==> config.mk <==
export PLATFORM = sky130hd
export DESIGN_NAME = sdft_regs
export DESIGN_NICKNAME = d
export VERILOG_FILES = /design/src/rtl/sdft_pkg.sv /design/src/rtl/sdft_regs.sv
export SDC_FILE = /design/constraint.sdc
export NUM_CORES = 1
export LEC_CHECK = 0
export BUFFER_PORTS_ARGS = -buffer_cell sky130_fd_sc_hd__clkbuf_2
export CAP_MARGIN = 10
export CORE_MARGIN = 1.5
export CORE_UTILIZATION = 27
export CTS_BUF_LIST = sky130_fd_sc_hd__clkbuf_4
export CTS_CLUSTER_SIZE = 30
export DETAILED_ROUTE_END_ITERATION = 6
export PLACE_DENSITY_LB_ADDON = 0.12
export SYNTH_ARGS = -nofsm -noshare
export SYNTH_HDL_FRONTEND = slang
export SYNTH_SLANG_ARGS = --single-unit
==> constraint.sdc <==
create_clock -name clk_i -period 0.8 [get_ports clk_i]
set_input_delay 0.08 -clock clk_i [delete_from_list [all_inputs] [get_ports clk_i]]
set_output_delay 0.08 -clock clk_i [all_outputs]
set_load 0.005 [all_outputs]
==> src/rtl/sdft_pkg.sv <==
// Shared constants and types of the sliding DFT bin engine.
package sdft_pkg;

  parameter int BinsDef       = 64;
  parameter int SampleBitsDef = 16;
  parameter int FracBitsDef   = 16;

  parameter int BinBits  = 40;
  parameter int LoBits   = 20;
  parameter int HiBits   = BinBits - LoBits;
  parameter int OutBits  = 23;
  parameter int OutLimit = 2097152;
  parameter int IdxBits  = 6;
  parameter int AddrBits = 3;
  parameter int DataBits = 32;

  parameter longint HalfPiQ30 = 64'd1686629713;

  typedef enum logic {
    REG_OUTPUT_MODE = 1'b0,
    REG_TRACKED_BIN = 1'b1
  } reg_idx_e;

  typedef struct packed {
    logic                output_mode;
    logic [IdxBits-1:0]  tracked_bin;
  } cfg_t;

  typedef struct packed {
    logic issue;
    logic clear;
  } ctrl_t;

  typedef struct packed {
    logic adv;
    logic busy;
  } status_t;

endpackage

==> src/rtl/sdft_regs.sv <==
// APB configuration registers with a clear strobe on every write.
module sdft_regs (
  input  logic                           clk_i,
  input  logic                           rst_ni,
  input  logic                           psel,
  input  logic                           penable,
  input  logic                           pwrite,
  input  logic [sdft_pkg::AddrBits-1:0]  paddr,
  input  logic [sdft_pkg::DataBits-1:0]  pwdata,
  output logic [sdft_pkg::DataBits-1:0]  prdata,
  output logic                           pready,
  output sdft_pkg::cfg_t                 cfg_o,
  output logic                           clear_o
);

  sdft_pkg::cfg_t     cfg_q, cfg_d;
  sdft_pkg::reg_idx_e sel;
  logic               wr;

  assign pready  = 1'b1;
  assign sel     = sdft_pkg::reg_idx_e'(paddr[2]);
  assign wr      = psel && penable && pwrite;
  assign clear_o = wr;
  assign cfg_o   = cfg_q;

  always_comb begin
    cfg_d = cfg_q;
    if (wr) begin
      unique case (sel)
        sdft_pkg::REG_OUTPUT_MODE: cfg_d.output_mode = pwdata[0];
        sdft_pkg::REG_TRACKED_BIN: cfg_d.tracked_bin = pwdata[sdft_pkg::IdxBits-1:0];
        default: cfg_d = cfg_q;
      endcase
    end
  end

  always_comb begin
    unique case (sel)
      sdft_pkg::REG_OUTPUT_MODE: prdata = sdft_pkg::DataBits'(cfg_q.output_mode);
      sdft_pkg::REG_TRACKED_BIN: prdata = sdft_pkg::DataBits'(cfg_q.tracked_bin);
      default: prdata = '0;
    endcase
  end

  always_ff @(posedge clk_i or negedge rst_ni) begin
    if (!rst_ni) begin
      cfg_q <= '0;
    end else begin
      cfg_q <= cfg_d;
    end
  end

endmodule

==> summary.md, run 1 <==
| Metric | Value |
|---|---|
| Remaining DRCs | `0` |
| Post-synthesis cell count | `52` |
| Yosys top cell area share | `0.3690` |
| Vias | `between 400 and 500` |
| Crit path cell chain | `mux2_2, clkbuf_2` |
| Startpoint types | `flop` |
| First-pass GRT wire length | `1442 um` |
| Final GP Congestion | `between 0.6 and 0.7` |
| Cell Pwr Density | `~1900 nW/um^2` |
| Cell accounting for the most synthesized area | `buf_4` |
| Int Pwr | `1101 uW` |
| H-tree Lvls | `1` |
| Number of flip-flops in the largest register | `7` |
| Initial cell density of the core | `0.2829` |
| Maximum fanout along the worst path | `2` |
| Vias per cell | `roughly 3.5` |
| Distinct cell type count after synthesis | `8` |
| Slowest stage delay, CP | `0.38 ns` |
| Final hold vios | `0` |
| Pin count of the biggest net entering global routing | `8` |
| N_diodes | `0` |
| Synth warnings | `0` |
| Overall Global Routing Usage | `0.09160` |
| Final Cycle Share | `1.338` |
| Clock share of power | `0.236` |
| Clock Sinks | `7` |
| Crit-path slowest cell | `dfrtp_1` |
| CP Capture Type | `primary output` |
| Maximum VDD drop | `around 1 mV` |
| Wire length per cell | `roughly 8.6 um` |
| Mapped Area | `~550 um^2` |
| Worst-Skew Late Latency | `~0.24 ns` |
| RSZ-0062 raised after global routing | `yes` |
| Share of cells above drive strength 1 | `0.5934` |
| Final setup TNS | `-2.847 ns` |
| Setup CP Type | `flop to primary output` |
| Min-delay worst type | `input pin to flop` |
| CTS root buf | `clkbuf_4` |
| Most frequent cells in the layout | `conb_1, clkbuf_2, buf_6` |
| Max-cap viol count | `0` |
| Detailed Route WL | `between 1000 and 1500 um` |
| # port buffers | `25` |
| First-pass detailed-route iteration total | `3` |
| Die ar. | `2314 um^2` |
| 1st-iter DRT viols | `2` |
| Die Ht | `just under 50 um` |
| Total gr overflow | `0` |
| Post-DRT Antenna Nets | `0` |
| P&R area growth vs syn | `43.05%` |
| Vias in the first global route | `~340` |
| CTS tree | `done` |
| Sequential Power Share | `0.325` |
| Slew Viols, Final | `0` |
| Final number of setup-violating endpoints | `20` |
| Leak | `between 0.0004 and 0.0005 uW` |
| Failing checks | `setup timing` |
| TritonCTS buffer count | `3` |
| CTS Buffer Depth | `2` |
| Arr. time, crit path | `about 0.99 ns` |
| Site row count | `16` |
| Seq/Total Area, Yosys | `0.3189` |
| Seq cells post-synth | `7` |
| Clock transition at path regs | `approximately 0.05 ns` |
| RR Startpoint | `cfg_o[6]` |
| Final layout net count | `around 130` |
| CP required | `~0.72 ns` |
| Die W | `around 48 um` |
| Switching part of the total | `0.2620` |
| Post-DP HPWL | `between 700 and 800 um` |
| Status | `finished, violations left` |
| Clock Skews | `0 ns` |
| Core Footprint | `about 1900 um^2` |
| Minimum clock period | `1.070 ns` |
| Commonest non-fill, non-tap cell in the layout | `conb_1` |
| F_max | `about 930 MHz` |
| CP Launch Point | `cfg_o[6]` |
| Setup WS post-layout | `-0.2703 ns` |
| Sw Pwr | `approximately 390 uW` |
| I/O pin cnt | `81` |
| Hold_ws | `~0.067 ns` |
| Avg Inst Size Synth | `10.56 um^2` |
| Initial antenna violation count | `0` |
| Hold path startpoint | `pwdata[1]` |
| Area contributors post-synth | `buf_4, dfrtp_1, mux2_2, and2_2, nand4_4` |
| Gate power share | `0.439` |
[routing by layer]
layer	up-vias	wire (um)	track usage
li1	192	-	-
met4	0	0	0.04865
met5	-	0	0
met2	29	498	0.1360
met3	0	82	0.02222
met1	193	435	0.1227
[worst max-delay path: cells and delay by family, from the launching register on]
kind | cells | cell delay (ns)
muxes | 1 | 0.26
DFF | 1 | 0.38
buffers and inverters | 1 | 0.11
[synthesized netlist by cell type, drive strengths merged]
master  count
nand4b      1
and2        5
and3        1
conb        2
nand4       1
mux2        8
buf        27
dfrtp       7
[per-stage QoR]
stage	utilization	power (uW)	cell area [um^2]	worst slack (ns)	std cells
after floorplan	-	743.1	643.1	0.04834	77
after global placement	0.3164	835.1	614.3	-0.05751	104
after detailed placement	0.3164	844.0	614.3	-0.06705	104
after CTS	0.3924	1454	762.0	-0.2783	117
after global routing	0.4046	1598	785.8	-0.3035	118
final	0.4046	1491	785.8	-0.2703	118
[power groups by stage]
stage	registers (uW)	logic [uW]	clock network [uW]
2_1_floorplan	491	252	0
3_3_place_gp	489	346	0
3_5_place_dp	491	353	0
4_1_cts	483	604	367
5_1_grt	490	724	384
6_report	485	655	351
[timing repair]
action / in CTS / in global routing
resized for setup: 16 / 4
setup buffers: 8 / 2
setup endpoints to repair: 13 / 20
pin swaps: 5 / 0
endpoints found under the hold margin: 7 / 0
hold buffers: 1 / 0
[logic make-up after synthesis]
| group | share of synthesized area |
|---|---|
| simple gates | 0.1344 |
| buf+inv | 0.3690 |
| mux | 0.1640 |
| other cells | 0.01367 |
| flops | 0.3189 |
[path summary, 6_finish.rpt]
kind | end | slack [ns] | cells after the start
min | cfg_o[1] | 0.07 | 2
min in group asynchronous | cfg_o[6] | 0.20 | 2
max | prdata[0] | -0.27 | 2
min reg2reg | cfg_o[4] | 0.61 | 2
max reg2reg | cfg_o[6] | -0.18 | 3
max in group asynchronous | cfg_o[2] | 0.43 | 2
[area by class of cell]
cell class / count / area (um^2)
Clock buffer: 4 / 30.03
Fill cell: 209 / 1156
Multi-Input combinational cell: 43 / 290.3
Sequential cell: 7 / 175.2
Tap cell: 27 / 33.78
Timing Repair Buffer: 37 / 256.5
No activity file was read; power rests on OpenSTA's default activity.
==> run 2: changes to the inputs <==
RECOVER_POWER = 25   (was default)
==> summary.md, run 2 (synthesis gave the netlist of run 1 again) <==
| Metric | Value |
|---|---|
| Clock transition at path regs | `approximately 0.050 ns` |
| Initial cell density of the core | `0.2829` |
| Number of flip-flops in the largest register | `7` |
| CTS Buffer Depth | `2` |
| N_diodes | `0` |
| Overall Global Routing Usage | `0.09160` |
| Remaining DRCs | `0` |
| Placed Area | `between 600 and 700 um^2` |
| Site row count | `16` |
| CP required | `about 0.7 ns` |
| Clock Sinks | `7` |
| Pin count of the biggest net entering global routing | `8` |
| Most frequent cells in the layout | `conb_1, clkbuf_2, buf_6` |
| Total power | `1491 uW` |
| R2R cell count | `3` |
| First-pass GRT wire length | `about 1400 um` |
| Placed Cells | `around 100` |
| Startpoint types | `flop` |
| Leak | `between 0.0004 and 0.0005 uW` |
| TritonCTS buffer count | `3` |
| Total gr overflow | `0` |
| Setup WS post-layout | `-0.2703 ns` |
| Commonest non-fill, non-tap cell in the layout | `conb_1` |
| Die W | `48.11 um` |
| # port buffers | `25` |
| CP Capture Type | `primary output` |
| I/O pin cnt | `between 80 and 90` |
| Max-cap viol count | `0` |
| Min-delay worst type | `input pin to flop` |
| CTS root buf | `clkbuf_4` |
| H-tree Lvls | `1` |
| P&R area growth vs syn | `42.82%` |
| Clock Skews | `0 ns` |
| Initial antenna violation count | `0` |
| Setup slack at placement | `-0.06705 ns` |
| WHS Path Cells | `2` |
| Vias | `a little over 400` |
| Wire length per cell | `approximately 8.6 um` |
| Detailed Route WL | `a little over 1000 um` |
| Setup CP Type | `flop to primary output` |
| F_max | `934.4 MHz` |
| Slew Viols, Final | `0` |
| CTS tree | `done` |
| Cell Pwr Density | `1901 nW/um^2` |
| Failing checks | `setup timing` |
| Core Footprint | `1942 um^2` |
| Share of cells above drive strength 1 | `0.5824` |
| Hold_ws | `0.06685 ns` |
| RSZ-0062 raised after global routing | `yes` |
| 1st-iter DRT viols | `2` |
| Post-DP HPWL | `between 700 and 800 um` |
| Final Cycle Share | `1.338` |
| Status | `finished, violations left` |
| Die Ht | `roughly 48 um` |
| Worst-Skew Late Latency | `roughly 0.24 ns` |
| Maximum VDD drop | `roughly 1.0 mV` |
| First-pass detailed-route iteration total | `3` |
| Final layout net count | `about 130` |
| Non-Filler Instances | `118` |
| Vias per cell | `around 3.5` |
| Final number of setup-violating endpoints | `20` |
| Final hold vios | `0` |
| Final GP Congestion | `0.6017` |
| Design area | `784.5 um^2` |
| Minimum clock period | `1.070 ns` |
| Maximum fanout along the worst path | `2` |
| Die ar. | `between 2000 and 2500 um^2` |
| Vias in the first global route | `339` |
| Post-DRT Antenna Nets | `0` |
| Arr. time, crit path | `~1 ns` |
## run 2: changes by cell type in the layout (fill, tap and decap cells not counted)
cell,before,now
clkbuf_1,0,1
clkbuf_2,23,22
## run 2: final timing paths
check | from | endpoint | slack, ns
max | cfg_o[6] | prdata[0] | -0.27
min in group asynchronous | rst_ni | cfg_o[6] | 0.26
max in group asynchronous | rst_ni | cfg_o[2] | 0.26
max reg2reg | cfg_o[6] | cfg_o[6] | -0.18
min reg2reg | cfg_o[4] | cfg_o[4] | 0.61
min | pwdata[1] | cfg_o[1] | 0.07
## run 2: timing repair
action                                  in CTS  in global routing
endpoints found under the hold margin        7                  0
buffers inserted                             8                  2
pin swaps                                    5                  0
endpoints found under the setup margin      13                 20
hold buffers                                 1                  0
resized for setup                           16                  4
## run 2: power breakdown
part	switching, uW	total, uW	internal [uW]
Combinational	211	654	443
Sequential	52.2	485	433
Clock	128	352	224
Total	391	1490	1100
## run 2: per-layer routing
layer | vias to the layer above | wire length, um | track usage
li1 | 192 | - | -
met1 | 193 | 437 | 0.1227
met2 | 29 | 498 | 0.1360
met3 | 0 | 80 | 0.02222
met4 | 0 | 0 | 0.04865
met5 | - | 0 | 0
## run 2: cell type report
type                    instances  area, um^2
repair buffers                 37       255.2
multi-input cells              43       290.3
well taps                      27       33.78
clock buffers                   4       30.03
flip-flops and latches          7       175.2
fillers                       209        1157
## run 2: through the flow
stage,util,TNS [ns]
detailed placement,0.3164,-0.4340
global placement,0.3164,-0.3947
finish,0.4040,-2.850
CTS,0.3924,-2.756
global route,0.4040,-3.384
floorplan,-,0
## run 2: critical path, cell delays in order (launching register included)
cell      delay, ns
dfrtp_1        0.38
mux2_2         0.26
clkbuf_2       0.11
